### src/rtl/core/ellipse_span_rasterizer_defines.svh
// assertion macros for the ellipse span rasterizer
`ifndef ELLIPSE_SPAN_RASTERIZER_DEFINES_SVH
`define ELLIPSE_SPAN_RASTERIZER_DEFINES_SVH

`ifndef SYNTHESIS
// same-cycle implication, reset masks the check
`define ESR_ASSERT_IMPL(lbl, ante, cons, msg) \
	lbl: assert property (@(posedge clk) disable iff (!arst_n) (ante) |-> (cons)) \
		else $error(msg);
// next-cycle implication
`define ESR_ASSERT_NEXT(lbl, ante, cons, msg) \
	lbl: assert property (@(posedge clk) disable iff (!arst_n) (ante) |=> (cons)) \
		else $error(msg);
`else
`define ESR_ASSERT_IMPL(lbl, ante, cons, msg)
`define ESR_ASSERT_NEXT(lbl, ante, cons, msg)
`endif

`endif

### src/rtl/core/esr_pkg.sv
// shared types and constants of the ellipse span rasterizer
`timescale 1ns / 1ps

package esr_pkg;

	localparam int SCREEN_SIZE = 64;
	localparam logic signed [10:0] SCREEN_LAST = 11'(SCREEN_SIZE - 1);
	localparam logic [5:0] ROW_LAST = 6'(SCREEN_SIZE - 1);

	localparam int QUEUE_DEPTH = 4;
	localparam int QPTR_W = $clog2(QUEUE_DEPTH);

	// one row of work for the back end
	typedef struct packed {
		logic [5:0] row;
		logic [7:0] ady;
		logic       last;
		logic       empty;
	} row_job_t;

	// per-ellipse values, held steady after setup while busy
	typedef struct packed {
		logic signed [9:0] cx;
		logic [15:0]       rx2;
		logic [15:0]       ry2;
		logic [15:0]       color;
	} shape_t;

	typedef enum logic [1:0] {
		F_IDLE,
		F_SETUP,
		F_GEN,
		F_DRAIN
	} front_state_t;

	typedef enum logic [2:0] {
		B_IDLE,
		B_SQR_DY,
		B_RHS,
		B_SQ,
		B_CMP,
		B_EMIT
	} back_state_t;

endpackage

### src/rtl/core/ellipse_span_rasterizer.sv
// top level of the ellipse span rasterizer
//
// channel   direction  handshake             payload
// request   in         start & !busy         center_x center_y radius_x radius_y fill_color
// span      out        strobe (one cycle)    row span_start span_end span_color span_valid
//                                            last_span
//
// one request at a time: busy rises the cycle after start and falls after the last span.
// each row on screen passes through the back end as row setup, 8 bit steps of square,
// multiply and compare, and emit.
// the front end runs ahead through a 4-entry row queue; spans cannot be held off.
// arst_n clears all control state; the datapath registers are loaded before use.
`timescale 1ns / 1ps
`include "ellipse_span_rasterizer_defines.svh"

module ellipse_span_rasterizer (
	input  logic              clk,
	input  logic              arst_n,
	input  logic              start,
	output logic              busy,
	input  logic signed [9:0] center_x,
	input  logic signed [9:0] center_y,
	input  logic [7:0]        radius_x,
	input  logic [7:0]        radius_y,
	input  logic [15:0]       fill_color,
	output logic              strobe,
	output logic [5:0]        row,
	output logic [5:0]        span_start,
	output logic [5:0]        span_end,
	output logic [15:0]       span_color,
	output logic              span_valid,
	output logic              last_span
);
	import esr_pkg::*;

	shape_t   shape;
	row_job_t push_job, head;
	logic     push, pop, q_full, q_empty, back_idle;

	esr_front u_front (
		.clk        (clk),
		.arst_n     (arst_n),
		.start      (start),
		.center_x   (center_x),
		.center_y   (center_y),
		.radius_x   (radius_x),
		.radius_y   (radius_y),
		.fill_color (fill_color),
		.busy       (busy),
		.shape      (shape),
		.push       (push),
		.push_job   (push_job),
		.q_full     (q_full),
		.q_empty    (q_empty),
		.back_idle  (back_idle)
	);

	esr_queue u_queue (
		.clk      (clk),
		.arst_n   (arst_n),
		.push     (push),
		.push_job (push_job),
		.pop      (pop),
		.head     (head),
		.full     (q_full),
		.empty    (q_empty)
	);

	esr_back u_back (
		.clk        (clk),
		.arst_n     (arst_n),
		.shape      (shape),
		.head       (head),
		.q_empty    (q_empty),
		.pop        (pop),
		.idle       (back_idle),
		.row        (row),
		.span_start (span_start),
		.span_end   (span_end),
		.span_color (span_color),
		.span_valid (span_valid),
		.last_span  (last_span),
		.strobe     (strobe)
	);

	`ESR_ASSERT_NEXT(a_strobe_single, strobe, !strobe, "span strobe held two cycles")
	`ESR_ASSERT_NEXT(a_accept_busy, start && !busy, busy, "request taken but not busy")
	`ESR_ASSERT_IMPL(a_no_span_idle, !busy, !strobe, "span emitted while idle")
	`ESR_ASSERT_IMPL(a_hidden_zero, strobe && !span_valid,
		span_start == 6'd0 && span_end == 6'd0, "hidden span has nonzero columns")

endmodule

### src/rtl/core/esr_front.sv
// front end: takes the ellipse request, finds the visible rows, queues row jobs
`timescale 1ns / 1ps

module esr_front (
	input  logic              clk,
	input  logic              arst_n,
	input  logic              start,
	input  logic signed [9:0] center_x,
	input  logic signed [9:0] center_y,
	input  logic [7:0]        radius_x,
	input  logic [7:0]        radius_y,
	input  logic [15:0]       fill_color,
	output logic              busy,
	output esr_pkg::shape_t   shape,
	output logic              push,
	output esr_pkg::row_job_t push_job,
	input  logic              q_full,
	input  logic              q_empty,
	input  logic              back_idle
);
	import esr_pkg::*;

	front_state_t state_q, state_d;

	logic signed [9:0] cx_q, cy_q;
	logic [7:0]        rx_q, ry_q;
	logic [15:0]       color_q, rx2_q, ry2_q;
	logic [5:0]        row_q, row_hi_q;
	logic              empty_q;

	logic signed [10:0] top_s, bot_s, dy;
	logic [10:0]        ady_w;
	logic               empty_c, job_last;
	logic [5:0]         row_lo_c, row_hi_c;

	// row range of the ellipse clipped to the screen
	always_comb begin
		top_s = $signed({cy_q[9], cy_q}) - $signed({3'b000, ry_q});
		bot_s = $signed({cy_q[9], cy_q}) + $signed({3'b000, ry_q});
		empty_c = (rx_q == 8'd0) || (ry_q == 8'd0) || (top_s > SCREEN_LAST) ||
			(bot_s < 11'sd0);
		row_lo_c = (top_s < 11'sd0) ? 6'd0 : top_s[5:0];
		row_hi_c = (bot_s > SCREEN_LAST) ? ROW_LAST : bot_s[5:0];
	end

	always_comb begin
		dy = $signed({5'b00000, row_q}) - $signed({cy_q[9], cy_q});
		ady_w = (dy < 11'sd0) ? 11'(-dy) : 11'(dy);
		job_last = empty_q || (row_q == row_hi_q);
		push_job.row = empty_q ? 6'd0 : row_q;
		push_job.ady = ady_w[7:0];
		push_job.last = job_last;
		push_job.empty = empty_q;
	end

	always_comb begin
		state_d = state_q;
		case (state_q)
			F_IDLE: begin
				if (start) state_d = F_SETUP;
			end
			F_SETUP: state_d = F_GEN;
			F_GEN: begin
				if (!q_full && job_last) state_d = F_DRAIN;
			end
			F_DRAIN: begin
				if (q_empty && back_idle) state_d = F_IDLE;
			end
			default: state_d = F_IDLE;
		endcase
	end

	always_comb begin
		busy = (state_q != F_IDLE);
		push = (state_q == F_GEN) && !q_full;
	end

	always_ff @(posedge clk or negedge arst_n) begin
		if (!arst_n) begin
			state_q <= F_IDLE;
		end else begin
			state_q <= state_d;
		end
	end

	always_ff @(posedge clk) begin
		if (state_q == F_IDLE && start) begin
			cx_q <= center_x;
			cy_q <= center_y;
			rx_q <= radius_x;
			ry_q <= radius_y;
			color_q <= fill_color;
		end
		if (state_q == F_SETUP) begin
			rx2_q <= 16'(rx_q * rx_q);
			ry2_q <= 16'(ry_q * ry_q);
			row_q <= row_lo_c;
			row_hi_q <= row_hi_c;
			empty_q <= empty_c;
		end
		if (push && !job_last) begin
			row_q <= row_q + 6'd1;
		end
	end

	assign shape.cx = cx_q;
	assign shape.rx2 = rx2_q;
	assign shape.ry2 = ry2_q;
	assign shape.color = color_q;

endmodule

### src/rtl/core/esr_queue.sv
// short fifo of row jobs between front and back end
`timescale 1ns / 1ps

module esr_queue (
	input  logic              clk,
	input  logic              arst_n,
	input  logic              push,
	input  esr_pkg::row_job_t push_job,
	input  logic              pop,
	output esr_pkg::row_job_t head,
	output logic              full,
	output logic              empty
);
	import esr_pkg::*;

	row_job_t            mem_q [QUEUE_DEPTH];
	logic [QPTR_W-1:0]   wr_q, rd_q;
	logic [QPTR_W:0]     count_q;

	assign full = (count_q == (QPTR_W + 1)'(QUEUE_DEPTH));
	assign empty = (count_q == '0);
	assign head = mem_q[rd_q];

	always_ff @(posedge clk) begin
		if (push) mem_q[wr_q] <= push_job;
	end

	always_ff @(posedge clk or negedge arst_n) begin
		if (!arst_n) begin
			wr_q <= '0;
			rd_q <= '0;
			count_q <= '0;
		end else begin
			if (push) begin
				wr_q <= (wr_q == QPTR_W'(QUEUE_DEPTH - 1)) ? '0 : wr_q + 1'b1;
			end
			if (pop) begin
				rd_q <= (rd_q == QPTR_W'(QUEUE_DEPTH - 1)) ? '0 : rd_q + 1'b1;
			end
			if (push && !pop) count_q <= count_q + 1'b1;
			else if (pop && !push) count_q <= count_q - 1'b1;
		end
	end

endmodule

### src/rtl/core/esr_back.sv
// back end: bit-serial half width search per row, clipping and span output
`timescale 1ns / 1ps

module esr_back (
	input  logic              clk,
	input  logic              arst_n,
	input  esr_pkg::shape_t   shape,
	input  esr_pkg::row_job_t head,
	input  logic              q_empty,
	output logic              pop,
	output logic              idle,
	output logic [5:0]        row,
	output logic [5:0]        span_start,
	output logic [5:0]        span_end,
	output logic [15:0]       span_color,
	output logic              span_valid,
	output logic              last_span,
	output logic              strobe
);
	import esr_pkg::*;

	back_state_t state_q, state_d;

	row_job_t    job_q;
	logic [15:0] ady2_q, sq_q;
	logic [31:0] rhs_q;
	logic [7:0]  h_q;
	logic [2:0]  bit_q;
	logic        strobe_q;

	logic [5:0]  row_q, start_q, end_q;
	logic [15:0] color_q;
	logic        valid_q, last_q;

	logic [7:0]         cand;
	logic [31:0]        prod;
	logic signed [10:0] left_s, right_s;
	logic               off_screen;

	always_comb begin
		cand = h_q | (8'd1 << bit_q);
		prod = 32'(sq_q) * 32'(shape.ry2);
		left_s = $signed({shape.cx[9], shape.cx}) - $signed({3'b000, h_q});
		right_s = $signed({shape.cx[9], shape.cx}) + $signed({3'b000, h_q});
		off_screen = job_q.empty || (right_s < 11'sd0) || (left_s > SCREEN_LAST);
	end

	always_comb begin
		state_d = state_q;
		case (state_q)
			B_IDLE: begin
				if (!q_empty) state_d = head.empty ? B_EMIT : B_SQR_DY;
			end
			B_SQR_DY: state_d = B_RHS;
			B_RHS: state_d = B_SQ;
			B_SQ: state_d = B_CMP;
			B_CMP: state_d = (bit_q == 3'd0) ? B_EMIT : B_SQ;
			B_EMIT: state_d = B_IDLE;
			default: state_d = B_IDLE;
		endcase
	end

	always_comb begin
		pop = (state_q == B_IDLE) && !q_empty;
		idle = (state_q == B_IDLE);
	end

	always_ff @(posedge clk or negedge arst_n) begin
		if (!arst_n) begin
			state_q <= B_IDLE;
			strobe_q <= 1'b0;
		end else begin
			state_q <= state_d;
			strobe_q <= (state_q == B_EMIT);
		end
	end

	always_ff @(posedge clk) begin
		case (state_q)
			B_IDLE: begin
				job_q <= head;
				h_q <= 8'd0;
				bit_q <= 3'd7;
			end
			B_SQR_DY: ady2_q <= 16'(job_q.ady * job_q.ady);
			// ady never exceeds ry, so the difference stays non-negative
			B_RHS: rhs_q <= 32'(shape.rx2) * 32'(shape.ry2 - ady2_q);
			B_SQ: sq_q <= {8'd0, cand} * {8'd0, cand};
			B_CMP: begin
				if (prod <= rhs_q) h_q <= cand;
				bit_q <= bit_q - 3'd1;
			end
			B_EMIT: begin
				row_q <= job_q.row;
				color_q <= shape.color;
				last_q <= job_q.last;
				valid_q <= !off_screen;
				if (off_screen) begin
					start_q <= 6'd0;
					end_q <= 6'd0;
				end else begin
					start_q <= (left_s < 11'sd0) ? 6'd0 : left_s[5:0];
					end_q <= (right_s > SCREEN_LAST) ? ROW_LAST : right_s[5:0];
				end
			end
			default: begin
			end
		endcase
	end

	assign row = row_q;
	assign span_start = start_q;
	assign span_end = end_q;
	assign span_color = color_q;
	assign span_valid = valid_q;
	assign last_span = last_q;
	assign strobe = strobe_q;

endmodule
### config.mk
export PLATFORM = sky130hd
export DESIGN_NAME = ellipse_span_rasterizer
export DESIGN_NICKNAME = d
export VERILOG_FILES = /design/src/rtl/core/esr_pkg.sv /design/src/rtl/core/ellipse_span_rasterizer.sv /design/src/rtl/core/esr_front.sv /design/src/rtl/core/esr_queue.sv /design/src/rtl/core/esr_back.sv
export VERILOG_INCLUDE_DIRS = /design/src /design/src/rtl/core
export SDC_FILE = /design/constraint.sdc
export NUM_CORES = 2
export LEC_CHECK = 0
export BUFFER_PORTS_ARGS = -buffer_cell sky130_fd_sc_hd__buf_2
export CAP_MARGIN = 10
export CORE_MARGIN = 2
export CORE_UTILIZATION = 43
export DETAILED_ROUTE_END_ITERATION = 12
export PLACE_DENSITY_LB_ADDON = 0.05
export SYNTH_ARGS = -nofsm -noshare
export SYNTH_HDL_FRONTEND = slang
export SYNTH_HIERARCHICAL = 1
export SYNTH_SLANG_ARGS = --single-unit
### constraint.sdc
create_clock -name clk -period 9.26 [get_ports clk]
set_clock_uncertainty 0.15 [all_clocks]
set_input_delay 1.389 -clock clk [delete_from_list [all_inputs] [get_ports clk]]
set_output_delay 1.389 -clock clk [all_outputs]
set_load 0.05 [all_outputs]
== Yosys cells after proc, flatten, opt, wreduce, memory -nomap -nowiden ==
Memories as Yosys holds them, arrays and structs flattened.
Cells that the tools add are included.
W data, S select, Z words.

* Register bits: 237
* RAM bits: 64
* Input bits: 55
* Memories: 1

* $add $sub $neg: 13
* Multiply operators: 6
* Order comparisons: 10
* Eq/ne operators: 17
* Shifts and indexed selects: 1
* Multiplexer cells: 23
* Bitwise operators: 1
* Reduce and logical (&&, ||, !) cells: 33

{| class="wikitable"
|+ Memories
! name !! depth !! width !! rd ports !! clocked after memory_dff !! write ports !! line !! text
|-
| u_queue.mem_q || 4 || 16 || 1 || 0 || 1 || esr_queue.sv:16 || <nowiki>row_job_t mem_q [QUEUE_DEPTH];</nowiki>
|}

{| class="wikitable"
|+ Operator list
! operator !! number
|-
| $mul A8 B8 Y16 || 4
|-
| $lt A11 B1 Y1 const B || 5
|-
| $gt A11 B7 Y1 const B || 4
|-
| $le A32 B32 Y1 || 1
|-
| $mul A16 B16 Y32 || 1
|-
| $mul A16 B32 Y32 || 1
|-
| $mux W6 || 5
|-
| $add A10 B9 Y11 || 2
|-
| $sub A10 B9 Y11 || 2
|-
| $sub A16 B16 Y17 || 1
|-
| $logic_not A8 Y1 || 2
|-
| $mux W8 || 2
|-
| $pmux W8 S2 || 1
|-
| $mux W3 || 5
|-
| $pmux W3 S5 || 1
|-
| $sub A7 B10 Y11 || 1
|-
| $mux W2 || 5
|-
| $eq A3 B3 Y1 const B || 3
|-
| $logic_not A3 Y1 || 3
|-
| $eq A2 B2 Y1 const B || 4
|-
| $logic_and A1 B1 Y1 || 8
|-
| $neg A8 Y8 || 1
|-
| $or A8 B8 Y8 || 1
|-
| $pmux W2 S4 || 1
|-
| other kinds (20) || 40
|}

== Depth between registers and ports, before layout ==
* Depth after elaboration: 7
* Mapped depth: 34
* Gate-level depth less buffers: 33

== By module ==
The synthesis kept the hierarchy.

{| class="wikitable"
|+ Modules (own cells, without submodules)
! module !! instances !! cells each !! area an instance (µm²) !! sequential area each (µm²)
|-
| esr_back || 1 || 2,880 || 26,833.2 || 3,853.7
|-
| esr_front || 1 || 716 || 7,847.5 || 2,902.8
|-
| esr_queue || 1 || 121 || 2,765.2 || 2,097.0
|}

== Worst setup path before layout ==
Ideal clock, no wire load.

* Kind: reg2reg
* Start: register u_front.ry2_q[9]
* End: register u_back.h_q[0], enable pin
* Setup time: 331 ps
* Data arrival time: 7,415 ps
* Required time: 8,779 ps
* Setup slack: 1,364 ps
* Stages on the path, launching flop included: 30
* Path buffers: 1
* Cells stage by stage: edfxtp_1 > clkbuf_1 > nand2_1 > fa_1 > inv_1 > fa_1 > inv_1 > fa_1 > inv_1 > fa_1 > fa_1 > inv_1 > fa_1 > inv_1 > ha_1 > nand4_1 > nor2_1 > nand2_1 > o311a_1 > o311a_1 > nor3_2 > a41o_1 > a21oi_1 > xnor2_1 > ha_1 > nand4_1 > nor4_1 > nand2_1 > o31ai_1 > a22o_1

* Word-level cells in the longest chain between the ends: 4

{| class="wikitable"
|+ Ends and longest elaborated chain
! what !! line !! text
|-
| from (decl) || esr_front.sv:27 || <nowiki>logic [15:0] color_q, rx2_q, ry2_q;</nowiki>
|-
| from (signal assigned) || esr_front.sv:96 || <nowiki>ry2_q <= 16'(ry_q * ry_q);</nowiki>
|-
| $mul A16 B16 Y32 || esr_back.sv:42 || <nowiki>prod = 32'(sq_q) * 32'(shape.ry2);</nowiki>
|-
| $le A32 B32 Y1 || esr_back.sv:90 || <nowiki>if (prod <= rhs_q) h_q <= cand;</nowiki>
|-
| $ne A2 B1 Y1 (no source line) || - ||
|-
| $reduce_and A2 Y1 (no source line) || - ||
|-
| to (signal assigned) || esr_back.sv:90 ||
|-
| to (decl) || esr_back.sv:27 || <nowiki>logic [7:0] h_q;</nowiki>
|}

Every way passes these cells.
A chain may end at the register's enable or synchronous reset.

== Worst setup path in the final report ==
* Start: register u_back.sq_q[5]
* End: register u_back.h_q[6], enable pin

* Word-level cells in the longest chain between the ends: 4

{| class="wikitable"
|+ Ends and longest elaborated chain
! what !! line !! text
|-
| from (decl) || esr_back.sv:25 || <nowiki>logic [15:0] ady2_q, sq_q;</nowiki>
|-
| from (signal assigned) || esr_back.sv:88 || <nowiki>B_SQ: sq_q <= {8'd0, cand} * {8'd0, cand};</nowiki>
|-
| $mul A16 B16 Y32 || esr_back.sv:42 ||
|-
| $le A32 B32 Y1 || esr_back.sv:90 ||
|-
| $ne A2 B1 Y1 (no source line) || - ||
|-
| $reduce_and A2 Y1 (no source line) || - ||
|}

Every way passes these cells.

==> run metrics <==
drt wl/cell=about 17 um; status=finished clean; cell count after synthesis=about 3.7k; wire length of the first global-routing pass=roughly 140 mm; initial antenna violation count=0; Worst Tran Pin Value=~1.1 ns; Worst Hold Class=reg -> reg; Final Critical Period=slightly below 9 ns; CP max-delay cell=edfxtp_1; post-CTS setup buffer count=0; fmax=115.5 MHz; Vias=24.68k; Synth async-reset ratio=0.04377; nets@finish=roughly 4.8k; Max Cap Viol=0; Post-DP HPWL=about 68 mm; P&R area growth vs syn=8.099%; hold path start=u_front/color_q[0]$_DFFE_PP_; die height=roughly 300 um; Initial DRC Count=around 1.2k; final number of max-transition violations=0; vias in the first global route=around 26k; Syn. warnings=6; TritonRoute pass-1 iters=5; DRC viols=0; core area=approximately 86000 um2; Slew HR=0.2927; Synth Area in XOR/XNOR=0.03973; Clock Latency Late Sink=~0.56 ns; post-synthesis mux area share=0.01333; dpl cell area=roughly 39000 um2; gpl congestion=roughly 0.84; antenna-violating nets left=0; Antenna diodes=0; Post-Synth Adder-Cell Area=0.4173; Worst Reg-to-Reg Cells=31; die span in x=299.1 um; TNS Setup=0 ns; hold path depth=0; RSZ-0062 raised after global routing=false; CP endpoint kind=register; Routed WL=roughly 85 mm; CTS Sinks=297; Setup CP Type=reg -> reg; clk root buf=clkbuf_16; compound-cell area share of the yosys netlist=0.07067; Worst setup SP type=register; final worst path period share=0.9352; Post-Synth Simple-Gate Area=0.1331; share of cells above drive strength 1=0.06646; largest net degree at the start of global routing=43; Initial Utilization=0.4330; Final Hold Vio Count=0; largest family of logic cells by synthesized area=adder cells; WP data arrival=around 8.8 ns; Post-synth EDFFs=284; IO Pins=between 90 and 100; Unique masters post-synth=between 90 and 100; crit path max fanout=16; Mapped Area=around 37000 um2; Via density=slightly below 5; grt ovf=0; CTS max path bufs=3; fillers=approximately 8.3k; port bufs=a little over 90; clock slew at reported path FFs=0.06 ns; Site Rows=around 110; CTS tree=done; WP data required=~9.4 ns; Slowest Stage Delay on Critical Path=~0.66 ns; DIE AREA=approximately 90000 um2; reg-to-reg startpoint=u_back/sq_q[5]$_DFFE_PN_; worst r2r dst=u_back/h_q[6]$_SDFFCE_PP0P_; beginning of the critical path=u_back/sq_q[5]$_DFFE_PN_; Core Util, Final=0.4681; hold worst-path end=u_back/span_color[0]$_DFFE_PP_; r2r setup slk=approximately 0.60 ns; Syn Area/Cell=10.07 um2; gr usage total=0.1969; H-tree level count=2; Final Cell Area=around 40000 um2; Seq cells post-synth=approximately 300; post-synthesis sequential area ratio=0.2364; total CTS buffers=37; Final Setup Violations=0; top_reg_cell synth=edfxtp_1
## worst max-delay path: cells and delay by family (launching register included)
kind	cells	cell delay (ns)
AND/OR/NAND/NOR	3	0.65
buffers and inverters	6	0.61
adder cells (fa/ha/maj)	8	3.66
flip-flops	1	0.66
AO/OA/AOI/OAI	14	2.62
## routing by layer
metal	routed length, um	global-route usage
met5	0	0
met3	2611	0.01957
met4	1943	0.04714
met1	39400	0.2717
met2	40570	0.3347
## stage by stage
stage,hold slack [ns],instances,setup WS [ns]
2_1_floorplan,0.2503,3728,1.364
3_3_place_gp,0.2515,4926,0.6629
3_5_place_dp,0.2554,4926,0.5458
4_1_cts,0.2653,4992,0.5113
5_1_grt,0.2749,4992,0.04503
6_report,0.2627,4992,0.6001
## synthesized netlist by cell type (10+ instances only)
library cell	n	share of area
inv_1	780	0.078
fa_1	503	0.27
ha_1	444	0.15
nand2_1	362	0.036
edfxtp_1	284	0.23
and2_1	250	0.042
nor2_1	183	0.018
xnor2_1	128	0.030
a21oi_1	110	0.015
clkbuf_1	76	0.0076
a21o_1	51	0.010
nor2b_1	47	0.0079
o21ai_0	47	0.0063
xor2_1	40	0.0094
nor3_1	36	0.0048
nand2b_1	26	0.0043
o21a_1	26	0.0052
nand3_1	25	0.0033
a211oi_1	22	0.0044
o21bai_1	20	0.0040
or2_2	19	0.0032
nand4_1	15	0.0025
and3_1	14	0.0023
dfrtp_1	13	0.0087
o21ai_1	13	0.0017
o211ai_1	11	0.0022
a31oi_1	10	0.0017
buf_2	10	0.0013
## logic make-up (layout without fill, tap and decap cells)
| kind of cell | count (synthesis) | after routing |
|---|---|---|
| AND/OR/NAND/NOR | 1016 | 1016 |
| flip-flops | 297 | 297 |
| adder cells (fa/ha/maj) | 947 | 947 |
| XOR/XNOR | 169 | 169 |
| AO/OA/AOI/OAI | 385 | 385 |
| other | 3 | 14 |
| buffers and inverters | 874 | 983 |
| multiplexers | 26 | 26 |
## timing repair
item	4_1_cts	5_1_grt
setup endpoints to repair	0	8
hold buffers	0	0
resized for setup	0	1
## area by class of cell
class                      instances  area, um2  area share
sequential                       297       8853      0.2187
inverter                         781       2932     0.07242
multi-input combinational       2557      25320      0.6255
timing repair buffer             136      790.8     0.01954
clock inverter                    22      175.2    0.004327
clock buffer                      44      962.2     0.02377
tap                             1155       1445     0.03570
## layout by cell type, fill, tap and decap left out, types with 40 or more instances in the layout
cell type    n
a21o_1      51
a21oi_1    110
and2_1     249
buf_2       92
buf_4       44
edfxtp_1   284
fa_1       503
ha_1       443
inv_1      780
nand2_1    362
nor2_1     183
nor2b_1     46
o21ai_0     47
xnor2_1    127
xor2_1      40
## worst max path at each step
stage / end / slack (ns) / cells after the start
after floorplan: u_back/h_q[0]$_SDFFCE_PP0P_ / 1.36 / 29
after global placement: u_back/h_q[4]$_SDFFCE_PP0P_ / 0.66 / 31
after detailed placement: u_back/h_q[4]$_SDFFCE_PP0P_ / 0.55 / 28
after CTS: u_back/h_q[6]$_SDFFCE_PP0P_ / 0.51 / 28
after global routing: u_back/h_q[6]$_SDFFCE_PP0P_ / 0.05 / 31
final: u_back/h_q[6]$_SDFFCE_PP0P_ / 0.60 / 31
## sequential cells by signal (all words and copies together) (netlist names), 6 cells and up
| signal | flops |
|---|---|
| u_back/span_color | 16 |
| u_front/ry2_q | 15 |
| u_front/color_q | 16 |
| u_front/row_hi_q | 6 |
| u_back/h_q | 8 |
| u_front/rx2_q | 15 |
| u_back/job_q | 16 |
| u_back/span_end | 6 |
| u_back/sq_q | 15 |
| u_back/ady2_q | 15 |
| u_back/row | 6 |
| u_front/cy_q | 10 |
| u_front/ry_q | 8 |
| u_front/cx_q | 10 |
| u_queue/mem_q | 64 |
| u_back/span_start | 6 |
| u_front/rx_q | 8 |
| u_back/rhs_q | 32 |
| u_front/row_q | 6 |
Power is left out: the tool's default activity adds up to more than one toggle a clock period on the data nets, which glitch-free logic cannot reach.
